[config.mk]
export PLATFORM = sky130hd
export DESIGN_NAME = remote_packet_deframer_core_flat
export DESIGN_NICKNAME = d
export VERILOG_FILES = /design/src/hw/rtl/rpd_pkg.sv /design/src/hw/rtl/rpd_if.sv /design/src/hw/rtl/rpd_front.sv /design/src/hw/rtl/rpd_queue.sv /design/src/hw/rtl/rpd_back.sv /design/src/hw/rtl/remote_packet_deframer_core.sv /design/src/flat_wrapper.sv
export SDC_FILE = /design/constraint.sdc
export NUM_CORES = 1
export LEC_CHECK = 0
export ABC_AREA = 1
export BUFFER_PORTS_ARGS = -buffer_cell sky130_fd_sc_hd__buf_2
export CAP_MARGIN = 15
export CORE_MARGIN = 2
export CORE_UTILIZATION = 45
export CTS_BUF_LIST = sky130_fd_sc_hd__clkbuf_4 sky130_fd_sc_hd__clkbuf_8
export DETAILED_ROUTE_END_ITERATION = 7
export GPL_TIMING_DRIVEN = 0
export PLACE_DENSITY = 0.77
export SLEW_MARGIN = 30
export SYNTH_ARGS = -nofsm -noshare
export SYNTH_HDL_FRONTEND = slang
export SYNTH_SLANG_ARGS = --single-unit
[constraint.sdc]
create_clock -name clk -period 4.75 [get_ports clk]
set_input_delay 0.95 -clock clk [delete_from_list [all_inputs] [get_ports clk]]
set_output_delay 0.95 -clock clk [all_outputs]
set_load 0.02 [all_outputs]
[src/hw/rtl/rpd_pkg.sv]
`timescale 1ns / 1ps
package rpd_pkg;

  localparam int BUTTON_COUNT_DEF = 8;

  localparam int CFG_IDX_W = 3;
  localparam int CFG_DATA_W = 32;

  // Configuration register indexes
  localparam logic [CFG_IDX_W-1:0] REG_SYNC_WORD     = 3'd0;
  localparam logic [CFG_IDX_W-1:0] REG_DUTY_FLOOR    = 3'd1;
  localparam logic [CFG_IDX_W-1:0] REG_DUTY_CEILING  = 3'd2;
  localparam logic [CFG_IDX_W-1:0] REG_TURN_DEADBAND = 3'd3;
  localparam logic [CFG_IDX_W-1:0] REG_TURN_LIMIT    = 3'd4;

  // Configuration reset values
  localparam logic [31:0] SYNC_WORD_RST     = 32'hFFFF_0000;
  localparam logic [7:0]  DUTY_FLOOR_RST    = 8'd10;
  localparam logic [7:0]  DUTY_CEILING_RST  = 8'd127;
  localparam logic [6:0]  TURN_DEADBAND_RST = 7'd1;
  localparam logic [6:0]  TURN_LIMIT_RST    = 7'd60;

  // Packet type codes
  localparam logic [7:0] KIND_NONE         = 8'd0;
  localparam logic [7:0] KIND_DUTY         = 8'd1;
  localparam logic [7:0] KIND_HEADING      = 8'd2;
  localparam logic [7:0] KIND_TURN         = 8'd3;
  localparam logic [7:0] KIND_BUTTON_FIRST = 8'd4;
  localparam logic [7:0] KIND_BUTTON_LAST  = 8'd11;

  localparam int QUEUE_DEPTH = 2;

  typedef struct packed {
    logic [7:0]  kind;
    logic [15:0] raw;
  } pkt_t;

  typedef struct packed {
    logic [7:0] duty_floor;
    logic [7:0] duty_ceiling;
    logic [6:0] turn_deadband;
    logic [6:0] turn_limit;
  } cfg_t;

endpackage

[src/hw/rtl/rpd_if.sv]
`timescale 1ns / 1ps
interface rpd_in_if;
  logic       valid;
  logic       ready;
  logic [7:0] rx_byte;

  modport source (output valid, output rx_byte, input ready);
  modport sink (input valid, input rx_byte, output ready);
endinterface

interface rpd_out_if;
  logic               valid;
  logic               ready;
  logic [7:0]         duty;
  logic signed [15:0] heading;
  logic signed [7:0]  turn_rate;
  logic [3:0]         last_command;
  logic [7:0]         packet_kind;
  logic signed [15:0] packet_value;

  modport source (output valid, output duty, output heading, output turn_rate,
                  output last_command, output packet_kind, output packet_value,
                  input ready);
  modport sink (input valid, input duty, input heading, input turn_rate,
                input last_command, input packet_kind, input packet_value,
                output ready);
endinterface

interface rpd_cfg_if;
  logic        valid;
  logic        ready;
  logic [2:0]  index;
  logic [31:0] data;

  modport source (output valid, output index, output data, input ready);
  modport sink (input valid, input index, input data, output ready);
endinterface

[src/hw/rtl/rpd_front.sv]
`timescale 1ns / 1ps
module rpd_front
  import rpd_pkg::*;
(
  input  logic        clk,
  input  logic        rst,
  rpd_in_if.sink      rx,
  input  logic [31:0] sync_word,
  input  logic        q_full,
  output logic        push,
  output pkt_t        push_pkt
);

  logic [7:0] sync_window [4];
  logic [2:0] fill_count;
  logic [7:0] pending_kind;
  logic       high_seen;
  logic [7:0] value_high;
  logic       take;
  logic       filled;
  logic       locked;

  assign rx.ready = !q_full;
  assign take     = rx.valid && rx.ready;
  assign filled   = fill_count[2];
  assign locked   = {sync_window[0], sync_window[1], sync_window[2], sync_window[3]}
                    == sync_word;

  assign push          = take && filled && locked && (pending_kind != KIND_NONE)
                         && high_seen;
  assign push_pkt.kind = pending_kind;
  assign push_pkt.raw  = {value_high, rx.rx_byte};

  always_ff @(posedge clk) begin
    if (rst) begin
      for (int i = 0; i < 4; i++) sync_window[i] <= '0;
      fill_count   <= '0;
      pending_kind <= KIND_NONE;
      high_seen    <= 1'b0;
      value_high   <= '0;
    end else if (take) begin
      if (!filled) begin
        sync_window[fill_count[1:0]] <= rx.rx_byte;
        fill_count <= fill_count + 3'd1;
      end else if (!locked) begin
        // slide the window by one byte
        sync_window[0] <= sync_window[1];
        sync_window[1] <= sync_window[2];
        sync_window[2] <= sync_window[3];
        sync_window[3] <= rx.rx_byte;
      end else if (pending_kind == KIND_NONE) begin
        pending_kind <= rx.rx_byte;
      end else if (!high_seen) begin
        value_high <= rx.rx_byte;
        high_seen  <= 1'b1;
      end else begin
        fill_count   <= '0;
        pending_kind <= KIND_NONE;
        high_seen    <= 1'b0;
      end
    end
  end

endmodule

[src/hw/rtl/rpd_queue.sv]
`timescale 1ns / 1ps
module rpd_queue
  import rpd_pkg::*;
(
  input  logic clk,
  input  logic rst,
  input  logic push,
  input  pkt_t push_pkt,
  output logic full,
  output logic not_empty,
  input  logic pop,
  output pkt_t head
);

  localparam int PTR_W = $clog2(QUEUE_DEPTH);
  localparam int CNT_W = $clog2(QUEUE_DEPTH + 1);

  pkt_t             slots [QUEUE_DEPTH];
  logic [PTR_W-1:0] wr_ptr;
  logic [PTR_W-1:0] rd_ptr;
  logic [CNT_W-1:0] count;

  assign full      = count == CNT_W'(QUEUE_DEPTH);
  assign not_empty = count != '0;
  assign head      = slots[rd_ptr];

  always_ff @(posedge clk) begin
    if (push) slots[wr_ptr] <= push_pkt;
  end

  always_ff @(posedge clk) begin
    if (rst) begin
      wr_ptr <= '0;
      rd_ptr <= '0;
      count  <= '0;
    end else begin
      if (push) wr_ptr <= wr_ptr + PTR_W'(1);
      if (pop)  rd_ptr <= rd_ptr + PTR_W'(1);
      case ({push, pop})
        2'b10:   count <= count + CNT_W'(1);
        2'b01:   count <= count - CNT_W'(1);
        default: count <= count;
      endcase
    end
  end

endmodule

[src/hw/rtl/rpd_back.sv]
`timescale 1ns / 1ps
module rpd_back
  import rpd_pkg::*;
#(
  parameter int BUTTON_COUNT = BUTTON_COUNT_DEF
) (
  input  logic     clk,
  input  logic     rst,
  input  cfg_t     cfg,
  input  logic     head_valid,
  input  pkt_t     head,
  output logic     pop,
  rpd_out_if.source res
);

  localparam int BIDX_W = (BUTTON_COUNT > 1) ? $clog2(BUTTON_COUNT) : 1;

  logic [7:0]         duty_reg;
  logic [15:0]        heading_reg;
  logic signed [7:0]  turn_reg;
  logic [3:0]         command_reg;
  logic [15:0]        button_store [BUTTON_COUNT];

  logic [7:0]         duty_next;
  logic [15:0]        heading_next;
  logic signed [7:0]  turn_next;
  logic [3:0]         command_next;
  logic signed [16:0] v;
  logic signed [16:0] floor_s;
  logic signed [16:0] ceil_s;
  logic signed [16:0] db_s;
  logic signed [16:0] lim_s;
  logic signed [16:0] t_dead;
  logic signed [16:0] t_sat;
  logic               is_button;
  logic [7:0]         btn_off;
  logic               btn_write;

  assign pop = head_valid && (!res.valid || res.ready);

  assign v       = {head.raw[15], head.raw};
  assign floor_s = {9'b0, cfg.duty_floor};
  assign ceil_s  = {9'b0, cfg.duty_ceiling};
  assign db_s    = {10'b0, cfg.turn_deadband};
  assign lim_s   = {10'b0, cfg.turn_limit};

  assign is_button = (head.kind >= KIND_BUTTON_FIRST) && (head.kind <= KIND_BUTTON_LAST);
  assign btn_off   = head.kind - KIND_BUTTON_FIRST;
  assign btn_write = is_button && (btn_off < 8'(BUTTON_COUNT));

  // dead band first, then saturate
  always_comb begin
    t_dead = ((v <= db_s) && (v >= -db_s)) ? 17'sd0 : v;
    if (t_dead > lim_s)       t_sat = lim_s;
    else if (t_dead < -lim_s) t_sat = -lim_s;
    else                      t_sat = t_dead;
  end

  always_comb begin
    duty_next    = duty_reg;
    heading_next = heading_reg;
    turn_next    = turn_reg;
    command_next = command_reg;
    if (head.kind == KIND_DUTY) begin
      if (v < floor_s)     duty_next = '0;
      else if (v > ceil_s) duty_next = cfg.duty_ceiling;
      else                 duty_next = v[7:0];
    end else if (head.kind == KIND_HEADING) begin
      heading_next = head.raw;
    end else if (head.kind == KIND_TURN) begin
      turn_next = t_sat[7:0];
    end else if (is_button) begin
      command_next = head.kind[3:0];
    end
    if (duty_next < cfg.duty_floor) heading_next = '0;
  end

  always_ff @(posedge clk) begin
    if (rst) begin
      duty_reg    <= '0;
      heading_reg <= '0;
      turn_reg    <= '0;
      command_reg <= '0;
      for (int i = 0; i < BUTTON_COUNT; i++) button_store[i] <= '0;
    end else if (pop) begin
      duty_reg    <= duty_next;
      heading_reg <= heading_next;
      turn_reg    <= turn_next;
      command_reg <= command_next;
      if (btn_write) button_store[btn_off[BIDX_W-1:0]] <= head.raw;
    end
  end

  always_ff @(posedge clk) begin
    if (rst) begin
      res.valid <= 1'b0;
    end else if (pop) begin
      res.valid <= 1'b1;
    end else if (res.ready) begin
      res.valid <= 1'b0;
    end
  end

  always_ff @(posedge clk) begin
    if (pop) begin
      res.duty         <= duty_next;
      res.heading      <= heading_next;
      res.turn_rate    <= turn_next;
      res.last_command <= command_next;
      res.packet_kind  <= head.kind;
      res.packet_value <= head.raw;
    end
  end

endmodule

[src/hw/rtl/remote_packet_deframer_core.sv]
`timescale 1ns / 1ps
// Each packet is queued when its low byte is taken, then popped into the output register.
// Throughput: at most one result per cycle, set by the output register; one byte per cycle
// unless the front stalls, which it does only when the two-entry packet queue is full.
// Reset (rst, synchronous, active high): framing, packet state, queue, output valid cleared;
// configuration returns to its defaults. No clearing pass is needed.
module remote_packet_deframer_core
  import rpd_pkg::*;
#(
  parameter int BUTTON_COUNT = BUTTON_COUNT_DEF
) (
  input  logic      clk,
  input  logic      rst,
  rpd_in_if.sink    rx,
  rpd_out_if.source res,
  rpd_cfg_if.sink   cfg
);

  // Configuration registers
  logic [31:0] sync_word;
  cfg_t        cfg_regs;

  // Front-to-queue and queue-to-back signals
  logic push;
  pkt_t push_pkt;
  logic q_full;
  logic q_not_empty;
  logic pop;
  pkt_t head;

  // Always take configuration writes; they must arrive only while the block is idle (not enforced here).
  assign cfg.ready = 1'b1;

  always_ff @(posedge clk) begin
    if (rst) begin
      sync_word              <= SYNC_WORD_RST;
      cfg_regs.duty_floor    <= DUTY_FLOOR_RST;
      cfg_regs.duty_ceiling  <= DUTY_CEILING_RST;
      cfg_regs.turn_deadband <= TURN_DEADBAND_RST;
      cfg_regs.turn_limit    <= TURN_LIMIT_RST;
    end else if (cfg.valid && cfg.ready) begin
      unique case (cfg.index)
        REG_SYNC_WORD:     sync_word              <= cfg.data;
        REG_DUTY_FLOOR:    cfg_regs.duty_floor    <= cfg.data[7:0];
        REG_DUTY_CEILING:  cfg_regs.duty_ceiling  <= cfg.data[7:0];
        REG_TURN_DEADBAND: cfg_regs.turn_deadband <= cfg.data[6:0];
        REG_TURN_LIMIT:    cfg_regs.turn_limit    <= cfg.data[6:0];
        default:           ; // drop writes to unknown indexes
      endcase
    end
  end

  // Front: hunt for the sync word, collect type and value bytes, hand off packets.
  rpd_front u_front (
    .clk      (clk),
    .rst      (rst),
    .rx       (rx),
    .sync_word(sync_word),
    .q_full   (q_full),
    .push     (push),
    .push_pkt (push_pkt)
  );

  // Short queue that decouples framing from packet execution.
  rpd_queue u_queue (
    .clk      (clk),
    .rst      (rst),
    .push     (push),
    .push_pkt (push_pkt),
    .full     (q_full),
    .not_empty(q_not_empty),
    .pop      (pop),
    .head     (head)
  );

  // Back: apply each packet to the control registers and register the result.
  rpd_back #(
    .BUTTON_COUNT(BUTTON_COUNT)
  ) u_back (
    .clk       (clk),
    .rst       (rst),
    .cfg       (cfg_regs),
    .head_valid(q_not_empty),
    .head      (head),
    .pop       (pop),
    .res       (res)
  );

  // A completed packet never arrives at a full queue.
  a_no_push_when_full: assert property (@(posedge clk) disable iff (rst)
    push |-> !q_full)
    else $error("packet pushed into full queue");

  // Heading reads zero whenever the reported duty is below the floor.
  a_heading_gated: assert property (@(posedge clk) disable iff (rst)
    res.valid |-> (res.duty >= cfg_regs.duty_floor) || (res.heading == 16'sd0))
    else $error("heading not forced to zero below duty floor");

  // A pop needs a queued packet.
  a_pop_needs_data: assert property (@(posedge clk) disable iff (rst)
    pop |-> q_not_empty)
    else $error("pop from empty queue");

  // No result is presented right after reset.
  a_reset_clears_result: assert property (@(posedge clk)
    rst |=> !res.valid)
    else $error("result valid after reset");

endmodule

[src/flat_wrapper.sv]
// flat-port wrapper written by rule: the top's interface ports become plain ports
module remote_packet_deframer_core_flat import rpd_pkg::*;
#(
  parameter int BUTTON_COUNT = BUTTON_COUNT_DEF
)
  (clk, rst, rx_valid, rx_rx_byte, rx_ready, res_valid, res_duty, res_heading, res_turn_rate, res_last_command, res_packet_kind, res_packet_value, res_ready, cfg_valid, cfg_index, cfg_data, cfg_ready);
  rpd_in_if rx_i ();
  rpd_out_if res_i ();
  rpd_cfg_if cfg_i ();
  input  logic clk;
  input  logic rst;
  input wire logic [$bits(rx_i.valid)-1:0] rx_valid;
  input wire logic [$bits(rx_i.rx_byte)-1:0] rx_rx_byte;
  output wire logic [$bits(rx_i.ready)-1:0] rx_ready;
  output wire logic [$bits(res_i.valid)-1:0] res_valid;
  output wire logic [$bits(res_i.duty)-1:0] res_duty;
  output wire logic [$bits(res_i.heading)-1:0] res_heading;
  output wire logic [$bits(res_i.turn_rate)-1:0] res_turn_rate;
  output wire logic [$bits(res_i.last_command)-1:0] res_last_command;
  output wire logic [$bits(res_i.packet_kind)-1:0] res_packet_kind;
  output wire logic [$bits(res_i.packet_value)-1:0] res_packet_value;
  input wire logic [$bits(res_i.ready)-1:0] res_ready;
  input wire logic [$bits(cfg_i.valid)-1:0] cfg_valid;
  input wire logic [$bits(cfg_i.index)-1:0] cfg_index;
  input wire logic [$bits(cfg_i.data)-1:0] cfg_data;
  output wire logic [$bits(cfg_i.ready)-1:0] cfg_ready;
  assign rx_i.valid = rx_valid;
  assign rx_i.rx_byte = rx_rx_byte;
  assign rx_ready = rx_i.ready;
  assign res_valid = res_i.valid;
  assign res_duty = res_i.duty;
  assign res_heading = res_i.heading;
  assign res_turn_rate = res_i.turn_rate;
  assign res_last_command = res_i.last_command;
  assign res_packet_kind = res_i.packet_kind;
  assign res_packet_value = res_i.packet_value;
  assign res_i.ready = res_ready;
  assign cfg_i.valid = cfg_valid;
  assign cfg_i.index = cfg_index;
  assign cfg_i.data = cfg_data;
  assign cfg_ready = cfg_i.ready;
  remote_packet_deframer_core #(.BUTTON_COUNT(BUTTON_COUNT)) u_core (.clk(clk), .rst(rst), .rx(rx_i), .res(res_i), .cfg(cfg_i));
endmodule
# Word level (Yosys, flattened, before mapping)
# Memories as Yosys holds them, arrays and structs flattened. A register that Yosys moved wholly into a read port is not among the register bits.
# Cells that the tools add are included.
[word_totals]
ff_bits = 183
ram_bits = 80
inputBits = 48
output_inout_bits = 63
wordCells = 138
mem_count = 2
[op_classes]
addsub = 7
order_cmp = 9
n_eq_ne = 14
muxes = 48
bitwise_logic = 6
n_reduce_logical = 28
[memory_table]
columns = ["memory", "depth", "word_bits", "read_ports", "rd_ports_with_merged_regs", "wr", "line", "rtl"]
rows = [
  ["u_core.u_queue.slots", 2, 24, 1, 1, 1, "rpd_queue.sv:18", "pkt_t slots [QUEUE_DEPTH];"],
  ["u_core.u_front.sync_window", 4, 8, 4, 0, 4, "rpd_front.sv:14", "logic [7:0] sync_window [4];"],
]
[op_table]
columns = ["op", "n"]
rows = [
  ["8-bit 2-to-1 mux", 15],
  ["16-bit 2-to-1 mux", 3],
  ["7-bit negation with 17-bit output", 2],
  ["32-bit == test", 1],
  ["1-bit 2-to-1 mux", 19],
  ["16-bit by 17-bit >= comparator with 1-bit output", 1],
  ["17-bit by 8-bit greater-than comparator with 1-bit output", 1],
  ["17-bit less-than comparator", 1],
  ["17-bit 2-to-1 mux", 1],
  ["8-bit by 2-bit == test with 1-bit output (second input constant)", 2],
  ["16-bit by 9-bit greater-than comparator with 1-bit output", 1],
  ["16-bit by 8-bit less-or-equal comparator with 1-bit output", 1],
  ["16-bit by 9-bit less-than comparator with 1-bit output", 1],
  ["4-bit 2-to-1 mux", 4],
  ["3-bit 2-to-1 mux", 4],
  ["4-bit AND reduction", 3],
  ["2-bit AND reduction", 5],
  ["8-bit by 1-bit == test with 1-bit output (second input constant)", 1],
  ["8-bit by 3-bit >= comparator with 1-bit output (second input constant)", 1],
  ["8-bit by 4-bit less-or-equal comparator with 1-bit output (second input constant)", 1],
  ["1-bit logical AND", 8],
  ["8-bit logical NOT", 1],
  ["8-bit less-than comparator", 1],
  ["2-bit nonzero test", 4],
  ["other kinds (21)", 30],
]

# Depth between registers and ports, before layout
[depth]
ltp_word = 10
depth_mapped = 37
mapped_depth_nobuf = 35

# By module
# A second synthesis with hierarchy kept.
[hier_totals]
cells_unflattened = 1625
area_unflattened_um2 = 13746.9
[by_module_without_submodules]
columns = ["module", "n_inst", "cells_each", "area_each_um2", "seq_area_each_um2"]
rows = [
  ["rpd_back", 1, 807, 6339.8, 2542.4],
  ["rpd_front", 1, 371, 2936.6, 1361.3],
  ["remote_packet_deframer_core", 1, 339, 2407.3, 1241.2],
  ["rpd_queue", 1, 108, 2063.2, 1541.5],
]

# Worst setup path before layout
# No wires, ideal clock.
[synth_timing]
path_kind = "register to register"
from = "register with a tool-made name"
to = "register u_core.u_back.res.turn_rate[2] (data pin)"
setup_ps = 251
arrival_time_ps = 4410
t_required_ps = 4499
setup_slack_ps = 89
path_stages_with_launch = 36
n_path_buf = 4
cell_sequence = "dfxtp_1 -> buf_4 -> inv_4 -> buf_2 -> or2_2 -> o21ai_0 -> inv_1 -> ha_1 -> nand2_1 -> inv_1 -> nand2_1 -> nand2_1 -> nand2_1 -> nand2_1 -> nand2_1 -> nand2_1 -> nand2_1 -> nand3_4 -> inv_1 -> clkbuf_1 -> nor2_1 -> ha_1 -> nand2_1 -> inv_1 -> o21ai_0 -> nand2_1 -> a21oi_1 -> nand3_1 -> or2_2 -> nand2_1 -> clkbuf_1 -> o21ai_0 -> nand2_1 -> nand3_1 -> nand2_1 -> inv_1"
[synth_lines]
columns = ["item", "line", "rtl"]
rows = [
  ["end signal, assigned", "rpd_back.sv:108", "res.turn_rate <= turn_next;"],
  ["end, declared", "rpd_if.sv:21", "modport source (output valid, output duty, output heading, output turn_rate,"],
]

==> metrics.yaml <==
power_and_ir_drop:
  power_switching_mw: 2.79
  power_mw: 7.69
  sw_frac_of_total: 0.362
  intPower_mw: 4.90
  pwr-share-clk: 0.279
  powerDensity_mw_per_mm2: 500
  power_frac_seq: 0.389
  p_leak_nw: 7.01
  peakVddDrop_mv: 0.283
  p_comb_frac: 0.332
cells_and_area:
  multi_input_comb_area_mm2: 0.00548
  syn2layout_area_growth_pct: 19.3
  reg_top3: "u_core.u_queue.slots x48, u_core.sync_word x32, u_core.u_front.sync_window x32"
  largest_reg_flops: 48
  seq_area_mm2: 0.00669
  fillerInstances: 2518
  regMostFlops: "u_core.u_queue.slots"
  fin_nets: 1782
  drive_above_1_share: 0.196
synth:
  async_reset_ff_frac: 0
  yosysWarnings: 0
  synth.cell_area_mm2: 0.0129
  syn_avg_cell_area_um2: 8.71
  synth_top_area_share: 0.326
  synthSimpleGateAreaFrac: 0.189
  muxShareOfSynthArea: 0
  yosysTopAreaCell: "edfxtp_1"
  synth-compound-area-share: 0.125
  synth-edff-count: 140
  synth-adder-area-share: 0.0718
  syn_inst: 1481
  syn-num-nets: 1603
  synth_top_family_by_area: "simple AND/OR/NAND/NOR gates"
  netlist_top_cells_area: "edfxtp_1, dfxtp_1, nand2_1, ha_1, inv_1"
  seq_area_frac_synth: 0.519
  synth-main-ff-cell: "edfxtp_1"
  ys_seq_elements: 264
  synthXorXnorAreaFrac: 0.0177
  synth_cell_types: 47
detailed_routing:
  dr.pass1.iters: 6
  finalWirelength_um: 35200
  vias_per_cell: 5.25
  drt_iter0_markers: 1060
  wl_per_cell_um: 17.0
  ant_nets: 0
  drc: 0
  routed-via-count: 10876
cts:
  cts_buffer_depth: 3
  htree_levels: 2
  clockRootBuffer: "clkbuf_8"
  path_clk_slew_ns: 0.07
  cts_buffers: 44
  cts_tree: "built"
  clock-sinks: 264
  clk_latency_ns: 0.56
global_route:
  grt_max_degree: 38
  grt_pass1_vias: 10268
  grt_pass1_wl_um: 54200
  antenna_found_initial: 0
  grt_usage: 0.229
  grt_overflow: 0
setup_path:
  path_max_fanout: 10
  cp_slowest_cell: "o21ai_2"
  critPathMaxStageDelay_ns: 0.46
  crit_type: "register to register"
  critPathTopFamily: "simple AND/OR/NAND/NOR gates"
  cp-start-kind: "register"
  crit_buf_inv: 7
  worst_path_most_repeated_cell: "nand2_1"
  endpoint_kind: "register"
  cp_data_required_time_ns: 5.04
  cp.arrival_ns: 4.94
  r2r_slack_ns: 0.10
sta:
  period_share: 0.978
  fmax_ghz: 0.215
  max_slew_margin: 0.456
  hold_slack_ns: 0.452
  tightest_slew_ns: 0.816
  period_needed_ns: 4.65
  worst_clock_skew_ns: 0.0200
  drv_slew: 0
  finalHoldViolCount: 0
  fin_setup_tns_ns: 0
  setup_viol: 0
placed_design:
  routabilityCongestion: 0.917
  post-dp-hpwl_um: 25200
  io_buffers: 109
status:
  status: "finished clean"
die:
  io_pins: 111
  die_area_mm2: 0.0300
  core.rowCount: 61
  core-area_mm2: 0.0280
  start_util: 0.460
  die_w_um: 173
  die_y_um: 173
worst_hold_path:
  hold_path_class: "register to register"
  hp-start: "u_core.u_front.value_high[0]"
job:
  drv_cap: 0
==> cell usage in the layout, fill, tap and decap left out, drive strengths merged <==
| master | Yosys | layout |
|---|---|---|
| a211oi | 1 | 1 |
| a21o | 2 | 2 |
| a21oi | 87 | 87 |
| a31oi | 1 | 1 |
| and2 | 1 | 1 |
| buf | 12 | 147 |
| bufinv | 0 | 1 |
| clkbuf | 34 | 102 |
| clkinv | 0 | 8 |
| conb | 1 | 1 |
| dfxtp | 124 | 124 |
| diode | 0 | 1 |
| edfxtp | 140 | 140 |
| ha | 74 | 74 |
| inv | 211 | 211 |
| nand2 | 326 | 326 |
| nand3 | 57 | 57 |
| nand4 | 7 | 7 |
| nor2 | 132 | 132 |
| nor3 | 18 | 18 |
| nor4 | 9 | 9 |
| o2111ai | 4 | 4 |
| o211ai | 22 | 22 |
| o21a | 1 | 1 |
| o21ai | 144 | 144 |
| o21bai | 2 | 2 |
| o22ai | 26 | 26 |
| o31ai | 1 | 1 |
| or2 | 17 | 17 |
| or4 | 1 | 1 |
| xnor2 | 4 | 4 |
| xor2 | 22 | 22 |
==> layer usage <==
metal / global-route usage / wire, um / part of all wire
met4: 0.0985 / 1400 / 0.040
met1: 0.290 / 14400 / 0.41
met3: 0.0454 / 2560 / 0.073
met5: 0 / 0 / 0
met2: 0.382 / 16800 / 0.48
==> cells by family after synthesis <==
kind of cell | after synthesis
AND/OR/NAND/NOR | 568
AO/OA/AOI/OAI | 291
flip-flops | 264
buffers and inverters | 257
adder cells (fa/ha/maj) | 74
XOR/XNOR | 26
other | 1
==> Yosys cell counts (8+ instances only) <==
master,n
nor4_1,8
dfxtp_1,124
edfxtp_1,140
inv_2,13
inv_1,197
o21ai_1,10
or2_2,15
nand3_1,53
clkbuf_1,34
a21oi_1,79
xor2_1,22
o22ai_1,26
nor3_1,17
ha_1,74
nor2_1,128
nand2_1,309
nand2_2,15
o21ai_0,134
o211ai_1,22
==> worst paths after layout <==
check | depth (start not counted) | to
setup / recovery | 30 | u_core.u_back.res.turn_rate[6]
hold / removal | 0 | u_core.u_queue.slots[0][8]
setup reg to reg | 30 | u_core.u_back.res.turn_rate[6]
hold reg to reg | 0 | u_core.u_queue.slots[0][8]
==> layout make-up <==
type,count,share of cell area
Inverter,211,0.0526
Clock inverter,9,0.00447
Sequential cell,264,0.435
Timing Repair Buffer,133,0.0485
Multi-Input combinational cell,960,0.356
Buffer,46,0.0158
Tap cell,378,0.0307
Antenna cell,1,0.000163
Clock buffer,70,0.0569
==> through the flow <==
| stage | util | setup WS, ns | cell area, um^2 | cells |
|---|---|---|---|---|
| after floorplan | - | 0.0891 | 12900 | 1481 |
| after global placement | 0.497 | -1.25 | 13900 | 1968 |
| after detailed placement | 0.498 | -1.23 | 14000 | 1970 |
| after CTS | 0.539 | -0.0164 | 15100 | 2057 |
| after global routing | 0.549 | -0.110 | 15400 | 2071 |
| final | 0.549 | 0.102 | 15400 | 2072 |
==> power groups by stage <==
stage	logic [mW]	registers, mW	clock network, mW
global route	2.82	3.03	2.27
global placement	2.26	3.05	0
CTS	2.45	2.99	2.16
floorplan	1.41	3.26	0
detailed placement	2.36	3.03	0
finish	2.56	2.99	2.14
==> timing repair <==
action / in CTS / in global routing
hold buffers: 0 / 0
buffers inserted: 8 / 14
setup endpoints to repair: 48 / 48
pin swaps: 0 / 10
resized for setup: 42 / 40
Note: power is estimated with default switching activity, not from simulation.
